File: src/sv/mkpq_pkg.sv
// Package for the min-key priority queue: command and status codes, field widths
// and parameter defaults.
// No dependencies; the interfaces, the queue unit and the testbench use it.
package mkpq_pkg;

	// Parameter defaults
	localparam int CAPACITY_DEF   = 64;
	localparam int KEY_BITS_DEF   = 16;
	localparam int VALUE_BITS_DEF = 16;

	// Fixed field widths
	localparam int CMD_BITS    = 2;
	localparam int STATUS_BITS = 2;
	localparam int STAMP_BITS  = 32;

	// Command codes
	localparam logic [CMD_BITS-1:0] CMD_INSERT     = 2'd0;
	localparam logic [CMD_BITS-1:0] CMD_REMOVE_MIN = 2'd1;
	localparam logic [CMD_BITS-1:0] CMD_REMOVE_KEY = 2'd2;

	// Status codes
	localparam logic [STATUS_BITS-1:0] STATUS_OK        = 2'd0;
	localparam logic [STATUS_BITS-1:0] STATUS_EMPTY     = 2'd1;
	localparam logic [STATUS_BITS-1:0] STATUS_NOT_FOUND = 2'd2;
	localparam logic [STATUS_BITS-1:0] STATUS_FULL      = 2'd3;

endpackage

File: src/sv/mkpq_if.sv
// Valid/ready channel interfaces of the min-key priority queue: request and result.
// Depends on mkpq_pkg for widths and defaults.
interface mkpq_req_if #(
	parameter int KEY_BITS   = mkpq_pkg::KEY_BITS_DEF,
	parameter int VALUE_BITS = mkpq_pkg::VALUE_BITS_DEF
) ();
	logic                            valid;
	logic                            ready;
	logic [mkpq_pkg::CMD_BITS-1:0]   command;
	logic [KEY_BITS-1:0]             key;
	logic [VALUE_BITS-1:0]           value;

	modport source (output valid, command, key, value, input ready);
	modport sink (input valid, command, key, value, output ready);
endinterface

interface mkpq_rsp_if #(
	parameter int KEY_BITS   = mkpq_pkg::KEY_BITS_DEF,
	parameter int VALUE_BITS = mkpq_pkg::VALUE_BITS_DEF,
	parameter int COUNT_BITS = $clog2(mkpq_pkg::CAPACITY_DEF + 1)
) ();
	logic                             valid;
	logic                             ready;
	logic [mkpq_pkg::STATUS_BITS-1:0] status;
	logic [KEY_BITS-1:0]              removed_key;
	logic [VALUE_BITS-1:0]            removed_value;
	logic [COUNT_BITS-1:0]            entry_count;

	modport source (output valid, status, removed_key, removed_value, entry_count,
		input ready);
	modport sink (input valid, status, removed_key, removed_value, entry_count,
		output ready);
endinterface

File: src/sv/min_key_priority_queue_unit.sv
// Min-key priority queue over an unsorted store held in one synchronous RAM.
// Depends on mkpq_pkg, mkpq_if (request and result channels) and mkpq_ram.
//
//   Channel   Direction  Payload                                         Handshake
//   request   in         command, key, value                             valid/ready
//   result    out        status, removed_key, removed_value, entry_count valid/ready
//
// Every request sweeps the whole store, one RAM read per entry through the single
// read port of the entry RAM. After reset a clearing pass writes every entry
// empty, and no request is taken until it ends. A finished result waits in the
// output register; the next request is taken meanwhile and stalls only at its
// own end if that register is still full.
module min_key_priority_queue_unit #(
	parameter int CAPACITY   = mkpq_pkg::CAPACITY_DEF,
	parameter int KEY_BITS   = mkpq_pkg::KEY_BITS_DEF,
	parameter int VALUE_BITS = mkpq_pkg::VALUE_BITS_DEF
) (
	input logic         clk,
	input logic         arst_n,
	mkpq_req_if.sink    request,
	mkpq_rsp_if.source  result
);

	import mkpq_pkg::*;

	localparam int IDX_BITS   = $clog2(CAPACITY);
	localparam int COUNT_BITS = $clog2(CAPACITY + 1);
	// Entry word: occupied flag, insertion stamp, value, key (key in the low bits).
	localparam int VALUE_LSB  = KEY_BITS;
	localparam int STAMP_LSB  = KEY_BITS + VALUE_BITS;
	localparam int ENTRY_BITS = 1 + STAMP_BITS + VALUE_BITS + KEY_BITS;

	localparam logic [IDX_BITS-1:0]   LAST_IDX = IDX_BITS'(CAPACITY - 1);
	localparam logic [COUNT_BITS-1:0] FULL_CNT = COUNT_BITS'(CAPACITY);

	// Sequencer states
	localparam logic [2:0] ST_CLEAR = 3'd0;
	localparam logic [2:0] ST_IDLE  = 3'd1;
	localparam logic [2:0] ST_SCAN  = 3'd2;
	localparam logic [2:0] ST_DRAIN = 3'd3;
	localparam logic [2:0] ST_WRITE = 3'd4;
	localparam logic [2:0] ST_RESP  = 3'd5;

	logic [2:0]             state_q;
	logic [IDX_BITS-1:0]    scan_addr_q;
	logic [CMD_BITS-1:0]    cmd_q;
	logic [KEY_BITS-1:0]    key_q;
	logic [VALUE_BITS-1:0]  value_q;
	logic [STAMP_BITS-1:0]  next_stamp_q;
	logic [COUNT_BITS-1:0]  held_count_q;

	// Scan pipeline
	logic                   v_s1;
	logic [IDX_BITS-1:0]    idx_s1;
	logic                   v_s2;
	logic [IDX_BITS-1:0]    idx_s2;
	logic                   occ_s2;
	logic                   match_s2;
	logic [KEY_BITS-1:0]    key_s2;
	logic [VALUE_BITS-1:0]  value_s2;
	logic [STAMP_BITS-1:0]  age_s2;

	// Running choice of the scan
	logic                   best_found_q;
	logic [IDX_BITS-1:0]    best_idx_q;
	logic [KEY_BITS-1:0]    best_key_q;
	logic [VALUE_BITS-1:0]  best_value_q;
	logic [STAMP_BITS-1:0]  best_age_q;
	logic                   free_found_q;
	logic [IDX_BITS-1:0]    free_idx_q;

	// Finished result and output register
	logic [STATUS_BITS-1:0] res_status_q;
	logic [KEY_BITS-1:0]    res_key_q;
	logic [VALUE_BITS-1:0]  res_value_q;
	logic                   out_valid_q;
	logic [STATUS_BITS-1:0] out_status_q;
	logic [KEY_BITS-1:0]    out_key_q;
	logic [VALUE_BITS-1:0]  out_value_q;
	logic [COUNT_BITS-1:0]  out_count_q;

	// Memory port signals
	logic                   mem_we;
	logic [IDX_BITS-1:0]    mem_waddr;
	logic [ENTRY_BITS-1:0]  mem_wdata;
	logic                   mem_re;
	logic [ENTRY_BITS-1:0]  mem_rdata;

	logic                   take_best;
	logic                   take_free;
	logic                   is_remove;
	logic                   store_full;
	logic                   store_empty;
	logic                   do_insert;
	logic                   do_remove;
	logic [STATUS_BITS-1:0] wb_status;
	logic                   out_load;

	mkpq_ram #(
		.WIDTH (ENTRY_BITS),
		.DEPTH (CAPACITY)
	) u_entry_ram (
		.clk   (clk),
		.we    (mem_we),
		.waddr (mem_waddr),
		.wdata (mem_wdata),
		.re    (mem_re),
		.raddr (scan_addr_q),
		.rdata (mem_rdata)
	);

	assign request.ready        = (state_q == ST_IDLE);
	assign result.valid         = out_valid_q;
	assign result.status        = out_status_q;
	assign result.removed_key   = out_key_q;
	assign result.removed_value = out_value_q;
	assign result.entry_count   = out_count_q;

	assign mem_re = (state_q == ST_SCAN);

	// Decisions for the write-back step, made from the finished scan.
	always_comb begin
		is_remove   = (cmd_q == CMD_REMOVE_MIN) || (cmd_q == CMD_REMOVE_KEY);
		store_full  = (held_count_q == FULL_CNT);
		store_empty = (held_count_q == '0);
		do_insert   = (cmd_q == CMD_INSERT) && !store_full && free_found_q;
		do_remove   = is_remove && !store_empty && best_found_q;
		wb_status   = STATUS_OK;
		if (cmd_q == CMD_INSERT && store_full) begin
			wb_status = STATUS_FULL;
		end else if (is_remove && store_empty) begin
			wb_status = STATUS_EMPTY;
		end else if (is_remove && !best_found_q) begin
			wb_status = STATUS_NOT_FOUND;
		end
	end

	// Memory writes: clearing pass, new entry on insert, emptied entry on removal.
	always_comb begin
		mem_we    = 1'b0;
		mem_waddr = scan_addr_q;
		mem_wdata = '0;
		case (state_q)
			ST_CLEAR: begin
				mem_we = 1'b1;
			end
			ST_WRITE: begin
				if (do_insert) begin
					mem_we    = 1'b1;
					mem_waddr = free_idx_q;
					mem_wdata = {1'b1, next_stamp_q, value_q, key_q};
				end else if (do_remove) begin
					mem_we    = 1'b1;
					mem_waddr = best_idx_q;
				end
			end
			default: begin
				mem_we = 1'b0;
			end
		endcase
	end

	// Candidate tests of the compare stage: smallest key, youngest on a tie,
	// and the lowest-numbered free entry.
	always_comb begin
		take_best = v_s2 && match_s2 && (!best_found_q || key_s2 < best_key_q ||
			(key_s2 == best_key_q && age_s2 < best_age_q));
		take_free = v_s2 && !occ_s2 && !free_found_q;
	end

	assign out_load = (state_q == ST_RESP) && (!out_valid_q || result.ready);

	// Sequencer and control state.
	always_ff @(posedge clk or negedge arst_n) begin
		if (!arst_n) begin
			state_q      <= ST_CLEAR;
			scan_addr_q  <= '0;
			v_s1         <= 1'b0;
			v_s2         <= 1'b0;
			best_found_q <= 1'b0;
			free_found_q <= 1'b0;
			next_stamp_q <= '0;
			held_count_q <= '0;
			out_valid_q  <= 1'b0;
		end else begin
			v_s1 <= (state_q == ST_SCAN);
			v_s2 <= v_s1;
			if (take_best) begin
				best_found_q <= 1'b1;
			end
			if (take_free) begin
				free_found_q <= 1'b1;
			end
			// The output register refills in the cycle that its old result leaves.
			if (out_load) begin
				out_valid_q <= 1'b1;
			end else if (result.valid && result.ready) begin
				out_valid_q <= 1'b0;
			end
			case (state_q)
				ST_CLEAR: begin
					if (scan_addr_q == LAST_IDX) begin
						scan_addr_q <= '0;
						state_q     <= ST_IDLE;
					end else begin
						scan_addr_q <= scan_addr_q + IDX_BITS'(1);
					end
				end
				ST_IDLE: begin
					if (request.valid) begin
						scan_addr_q  <= '0;
						best_found_q <= 1'b0;
						free_found_q <= 1'b0;
						state_q      <= ST_SCAN;
					end
				end
				ST_SCAN: begin
					scan_addr_q <= scan_addr_q + IDX_BITS'(1);
					if (scan_addr_q == LAST_IDX) begin
						state_q <= ST_DRAIN;
					end
				end
				ST_DRAIN: begin
					if (!v_s1 && !v_s2) begin
						state_q <= ST_WRITE;
					end
				end
				ST_WRITE: begin
					if (do_insert) begin
						next_stamp_q <= next_stamp_q + STAMP_BITS'(1);
						held_count_q <= held_count_q + COUNT_BITS'(1);
					end else if (do_remove) begin
						held_count_q <= held_count_q - COUNT_BITS'(1);
					end
					state_q <= ST_RESP;
				end
				ST_RESP: begin
					if (out_load) begin
						state_q <= ST_IDLE;
					end
				end
				default: begin
					state_q <= ST_IDLE;
				end
			endcase
		end
	end

	// Payload registers: request capture, scan pipeline, choice and results.
	always_ff @(posedge clk) begin
		if (request.valid && request.ready) begin
			cmd_q   <= request.command;
			key_q   <= request.key;
			value_q <= request.value;
		end
		idx_s1   <= scan_addr_q;
		idx_s2   <= idx_s1;
		occ_s2   <= mem_rdata[ENTRY_BITS-1];
		key_s2   <= mem_rdata[KEY_BITS-1:0];
		value_s2 <= mem_rdata[VALUE_LSB +: VALUE_BITS];
		age_s2   <= next_stamp_q - mem_rdata[STAMP_LSB +: STAMP_BITS];
		match_s2 <= mem_rdata[ENTRY_BITS-1] &&
			(cmd_q == CMD_REMOVE_MIN || mem_rdata[KEY_BITS-1:0] == key_q);
		if (take_best) begin
			best_idx_q   <= idx_s2;
			best_key_q   <= key_s2;
			best_value_q <= value_s2;
			best_age_q   <= age_s2;
		end
		if (take_free) begin
			free_idx_q <= idx_s2;
		end
		if (state_q == ST_WRITE) begin
			res_status_q <= wb_status;
			res_key_q    <= do_remove ? best_key_q : '0;
			res_value_q  <= do_remove ? best_value_q : '0;
		end
		if (out_load) begin
			out_status_q <= res_status_q;
			out_key_q    <= res_key_q;
			out_value_q  <= res_value_q;
			out_count_q  <= held_count_q;
		end
	end

	// The entry count never passes the capacity.
	a_count_bound: assert property (@(posedge clk) disable iff (!arst_n)
		held_count_q <= FULL_CNT)
		else $error("entry count above capacity");

	// A refused insert is reported only with a full store.
	a_full_count: assert property (@(posedge clk) disable iff (!arst_n)
		(result.valid && result.status == STATUS_FULL) |-> result.entry_count == FULL_CNT)
		else $error("full status with a store that is not full");

	// An empty status is reported only with no entries held.
	a_empty_count: assert property (@(posedge clk) disable iff (!arst_n)
		(result.valid && result.status == STATUS_EMPTY) |-> result.entry_count == '0)
		else $error("empty status with entries held");

	// A removal by key always picks an entry of that key.
	a_key_match: assert property (@(posedge clk) disable iff (!arst_n)
		(state_q == ST_WRITE && cmd_q == CMD_REMOVE_KEY && best_found_q)
		|-> best_key_q == key_q)
		else $error("removal by key chose a different key");

	// An insert into a store that is not full always finds a free entry.
	a_free_found: assert property (@(posedge clk) disable iff (!arst_n)
		(state_q == ST_WRITE && cmd_q == CMD_INSERT && !store_full) |-> free_found_q)
		else $error("no free entry found below capacity");

endmodule

File: src/sv/mkpq_ram.sv
// Generic single-port-write, single-port-read RAM with a registered read.
// No dependencies.
module mkpq_ram #(
	parameter int WIDTH = 8,
	parameter int DEPTH = 64
) (
	input  logic                     clk,
	input  logic                     we,
	input  logic [$clog2(DEPTH)-1:0] waddr,
	input  logic [WIDTH-1:0]         wdata,
	input  logic                     re,
	input  logic [$clog2(DEPTH)-1:0] raddr,
	output logic [WIDTH-1:0]         rdata
);

	logic [WIDTH-1:0] mem [DEPTH];

	// Write port and registered read port.
	always_ff @(posedge clk) begin
		if (we) begin
			mem[waddr] <= wdata;
		end
		if (re) begin
			rdata <= mem[raddr];
		end
	end

endmodule

File: src/flat_wrapper.sv
// flat-port wrapper written by rule: the top's interface ports become plain ports
module min_key_priority_queue_unit_flat import mkpq_pkg::*;
#(
	parameter int CAPACITY   = mkpq_pkg::CAPACITY_DEF,
	parameter int KEY_BITS   = mkpq_pkg::KEY_BITS_DEF,
	parameter int VALUE_BITS = mkpq_pkg::VALUE_BITS_DEF
)
  (clk, arst_n, request_valid, request_command, request_key, request_value, request_ready, result_valid, result_status, result_removed_key, result_removed_value, result_entry_count, result_ready);
  mkpq_req_if #(.KEY_BITS(KEY_BITS), .VALUE_BITS(VALUE_BITS)) request_i ();
  mkpq_rsp_if #(.KEY_BITS(KEY_BITS), .VALUE_BITS(VALUE_BITS), .COUNT_BITS(($clog2(CAPACITY + 1)))) result_i ();
  input logic clk;
  input logic arst_n;
  input wire logic [$bits(request_i.valid)-1:0] request_valid;
  input wire logic [$bits(request_i.command)-1:0] request_command;
  input wire logic [$bits(request_i.key)-1:0] request_key;
  input wire logic [$bits(request_i.value)-1:0] request_value;
  output wire logic [$bits(request_i.ready)-1:0] request_ready;
  output wire logic [$bits(result_i.valid)-1:0] result_valid;
  output wire logic [$bits(result_i.status)-1:0] result_status;
  output wire logic [$bits(result_i.removed_key)-1:0] result_removed_key;
  output wire logic [$bits(result_i.removed_value)-1:0] result_removed_value;
  output wire logic [$bits(result_i.entry_count)-1:0] result_entry_count;
  input wire logic [$bits(result_i.ready)-1:0] result_ready;
  assign request_i.valid = request_valid;
  assign request_i.command = request_command;
  assign request_i.key = request_key;
  assign request_i.value = request_value;
  assign request_ready = request_i.ready;
  assign result_valid = result_i.valid;
  assign result_status = result_i.status;
  assign result_removed_key = result_i.removed_key;
  assign result_removed_value = result_i.removed_value;
  assign result_entry_count = result_i.entry_count;
  assign result_i.ready = result_ready;
  min_key_priority_queue_unit #(.CAPACITY(CAPACITY), .KEY_BITS(KEY_BITS), .VALUE_BITS(VALUE_BITS)) u_core (.clk(clk), .arst_n(arst_n), .request(request_i), .result(result_i));
endmodule
File: config.mk
export PLATFORM = sky130hd
export DESIGN_NAME = min_key_priority_queue_unit_flat
export DESIGN_NICKNAME = d
export VERILOG_FILES = /design/src/sv/mkpq_pkg.sv /design/src/sv/mkpq_if.sv /design/src/sv/min_key_priority_queue_unit.sv /design/src/sv/mkpq_ram.sv /design/src/flat_wrapper.sv
export SDC_FILE = /design/constraint.sdc
export NUM_CORES = 2
export LEC_CHECK = 0
export BUFFER_PORTS_ARGS = -buffer_cell sky130_fd_sc_hd__buf_2
export CAP_MARGIN = 15
export CORE_MARGIN = 2
export CORE_UTILIZATION = 25
export DETAILED_ROUTE_END_ITERATION = 8
export GPL_TIMING_DRIVEN = 0
export MAX_ROUTING_LAYER = met4
export PLACE_DENSITY = 0.39
export SYNTH_ARGS = -nofsm -noshare
export SYNTH_HDL_FRONTEND = slang
export SYNTH_MEMORY_MAX_BITS = 65536
export SYNTH_SLANG_ARGS = --single-unit
File: constraint.sdc
create_clock -name clk -period 12.81 [get_ports clk]
set_input_delay 1.281 -clock clk [delete_from_list [all_inputs] [get_ports clk]]
set_output_delay 1.281 -clock clk [all_outputs]
set_load 0.01 [all_outputs]
==> impl_metrics.env <==
export IMPL_core_um2=693000
export IMPL_overflow=0
export IMPL_arrival_ns=6.63
export IMPL_start_kind="register"
export IMPL_dp_slack_ns=6.881
export IMPL_drt_pass1_iter_count=5
export IMPL_syn_inst=7437
export IMPL_cp_max_fo=13
export IMPL_syn_area_per_cell_um2=23.34
export IMPL_max_vdd_ir_drop_uv=135.4
export IMPL_nets=8525
export IMPL_power_net_switching_uw=15140
export IMPL_tritoncts="yes"
export IMPL_clk_latency_ns=1.06
export IMPL_clkPwrFrac=0.304
export IMPL_synth_top_area_cell="edfxtp_1"
export IMPL_clock_sinks=4541
export IMPL_drc_errors=0
export IMPL_power_frac_comb=0.306
export IMPL_ctsResizeCount=0
export IMPL_setup_viol=0
export IMPL_fp_row_count=306
export IMPL_maxSlewHeadroom=0.03434
export IMPL_p_leak_uw=0.06820
export IMPL_finalMaxSlewViolations=0
export IMPL_initial_core_util=0.2505
export IMPL_fin_cells=18080
export IMPL_pwr_share_seq=0.390
export IMPL_holdWs_ns=0.2358
export IMPL_dieArea_um2=701000
export IMPL_rsz0062_at_grt="false"
export IMPL_drt_initial_drc_count=9722
export IMPL_yosysSeqAreaShare=0.7796
export IMPL_critPathRequiredTime_ns=13.53
export IMPL_finalWorstSetupSlack_ns=6.903
export IMPL_tns_ns=0
export IMPL_viasPerCell=4.709
export IMPL_cap_viol_max_count=0
export IMPL_grt_pass1_vias=87140
export IMPL_synthArstFlopShare=0.01167
export IMPL_status="completed"
export IMPL_dp_cells=17150
export IMPL_die_w_um=837.2
export IMPL_pwr_density_cell_nw_per_um2=215.2
export IMPL_drive_gt1_frac=0.3084
export IMPL_worstMarginPinSlew_ns=1.448
export IMPL_die_h_um=837.2
export IMPL_critical_path_class="register to register"
export IMPL_yosys_area_top_type_share=0.7630
export IMPL_synthTopCellsByArea="edfxtp_1, mux4_2, dfxtp_1"
export IMPL_skew_ns=0.06220
export IMPL_num_vias=85130
export IMPL_layout_commonest_cell="edfxtp_1"
export IMPL_ant_nets=0
export IMPL_end_kind="register"
export IMPL_clock_path_buffers=4
export IMPL_hp_class="primary input to async pin"
export IMPL_netSwitchingFraction=0.3347
export IMPL_min_period_ns=5.907
export IMPL_grt_pass1_wl_um=790000
export IMPL_synth_edf_count=4410
export IMPL_grt_use_total=0.1688
export IMPL_postCtsSetupRepairBufs=0
export IMPL_internal_power_uw=30110
export IMPL_synth_cell_types=73
export IMPL_total_power_uw=45250
export IMPL_cts_root_buf="clkbuf_16"
export IMPL_grt_max_degree=65
export IMPL_port_buffers=80
export IMPL_clk_pin_slew_ns=0.06
export IMPL_areaGrowthSynthToFinish_pct=21.16
export IMPL_ys_flop_type="edfxtp_1"
export IMPL_dp_hpwl_um=419300
export IMPL_r2r_slack_ns=6.90
export IMPL_drt_total_wl_um=590700
export IMPL_htree_num_levels=5
export IMPL_finalCritPeriodShare=0.4611
export IMPL_syn_nets=7564
export IMPL_synth_seq_cells=4541
export IMPL_hold_viol=0
export IMPL_layout_common_cells="edfxtp_1, mux4_2, clkbuf_16, clkbuf_1, buf_12"
export IMPL_syn_cell_area_um2=173600
export IMPL_wire_per_inst_um=32.68
export IMPL_ctsHoldBuffers=0
export IMPL_place_gp_congestion=0.8126
export IMPL_yosysWarnings=0
export IMPL_max_freq_mhz=169.3
export IMPL_ioPinCount=81
export IMPL_grt_antenna_before_repair=55
export IMPL_cts_buffers=481
worst max-delay path: stages, from the launching register on:
cell      delay (ns)
dfrtp_1         0.36
clkbuf_1        0.51
clkbuf_2        0.48
buf_2           0.77
clkbuf_1        0.95
nand3_1         0.83
o22ai_4         0.87
buf_12          0.28
buf_16          0.20
buf_16          0.17
cells in the mapped netlist (all sizes together) (4+ instances only):
| cell | instances |
|---|---|
| xor2 | 16 |
| o211ai | 32 |
| mux4 | 1250 |
| or3 | 4 |
| o21ai | 70 |
| or2 | 5 |
| nor3 | 7 |
| nor2b | 16 |
| a211oi | 8 |
| xnor2 | 69 |
| nand4 | 28 |
| nand2 | 121 |
| a21oi | 92 |
| o22ai | 38 |
| a22oi | 123 |
| dfxtp | 78 |
| o31ai | 6 |
| and3 | 82 |
| nand3 | 38 |
| o221ai | 18 |
| buf | 177 |
| mux2i | 59 |
| and4 | 4 |
| nor3b | 8 |
| nand3b | 10 |
| ha | 87 |
| edfxtp | 4410 |
| a31oi | 15 |
| nand2b | 16 |
| inv | 99 |
| o21a | 13 |
| clkbuf | 196 |
| dfrtp | 53 |
| nor2 | 81 |
| and2 | 44 |
| a21o | 19 |
| o2111ai | 4 |
| nor4 | 6 |
registers in the layout, indices dropped and copies added, names as in the netlist, 3 cells and up:
signal and count:
u_core.best_key_q 16, u_core.next_stamp_q 32, u_core.best_idx_q 6, u_core.age_s2 32, u_core.value_q 16, u_core.idx_s1 6
u_core.scan_addr_q 6, u_core.state_q 3, u_core.u_entry_ram.mem 4160, u_core.result.removed_key 16, u_core.best_age_q 32, u_core.best_value_q 16
u_core.result.entry_count 7, u_core.idx_s2 6, u_core.res_key_q 16, u_core.held_count_q 7, u_core.key_s2 16, u_core.u_entry_ram.rdata 65
u_core.free_idx_q 6, u_core.res_value_q 16, u_core.value_s2 16, u_core.result.removed_value 16, u_core.key_q 16
power by group through the flow:
stage                     sequential, µW  combinational, µW  clock, µW
after detailed placement           18000              14100          0
after floorplan                    17900               7100          0
after CTS                          17600              14100      14100
final                              17600              13800      13800
after global routing               17700              14400      14600
after global placement             18300              13200          0
cell families (layout without fill, tap and decap cells):
family	after synthesis	in the layout	share of synthesized area
AO/OA/AOI/OAI	463	463	0.01793
XOR/XNOR	85	85	0.004289
adder cells (fa/ha/maj)	89	89	0.006502
buffers and inverters	472	1849	0.01159
flip-flops	4541	4541	0.7796
multiplexers	1310	1310	0.1657
other	0	22	0
AND/OR/NAND/NOR	477	477	0.01435
metal layers:
metal | part of all wire | wire [µm] | up-vias | global-route usage
met5 | 0 | 0 | - | -
met3 | 0.061 | 36020 | 755 | 0.02519
met1 | 0.43 | 255200 | 47460 | 0.2267
met2 | 0.48 | 281500 | 3034 | 0.2695
met4 | 0.030 | 17920 | 0 | 0.04415
li1 | - | - | 33880 | -
stage by stage:
stage	util	cell area, µm²
final	0.3035	210300
after global routing	0.3034	210200
after CTS	0.3032	210100
after detailed placement	0.2811	194800
after global placement	0.2677	185500
after floorplan	-	173600
path summary, 6_finish.rpt:
path / start / to / cells after the start
setup / recovery: u_core.scan_addr_q[3] / u_core.u_entry_ram.mem[24][36] / 9
hold / removal: arst_n / u_core.result.valid / 2
setup reg to reg: u_core.scan_addr_q[3] / u_core.u_entry_ram.mem[24][36] / 9
hold reg to reg: u_core.idx_s1[1] / u_core.idx_s2[1] / 0
max in group asynchronous: arst_n / u_core.held_count_q[0] / 2
min in group clk: u_core.idx_s1[1] / u_core.idx_s2[1] / 0
cell type report:
class | instances | area (µm²)
antenna | 22 | 55.05
buffer | 373 | 1672
clock buffer | 616 | 12730
clock inverter | 283 | 2624
fill | 66770 | 482700
inverter | 99 | 371.6
multi-input combinational | 2424 | 37120
sequential | 4541 | 135300
tap | 9240 | 11560
timing repair buffer | 478 | 8841
No activity file was read; power rests on OpenSTA's default activity.
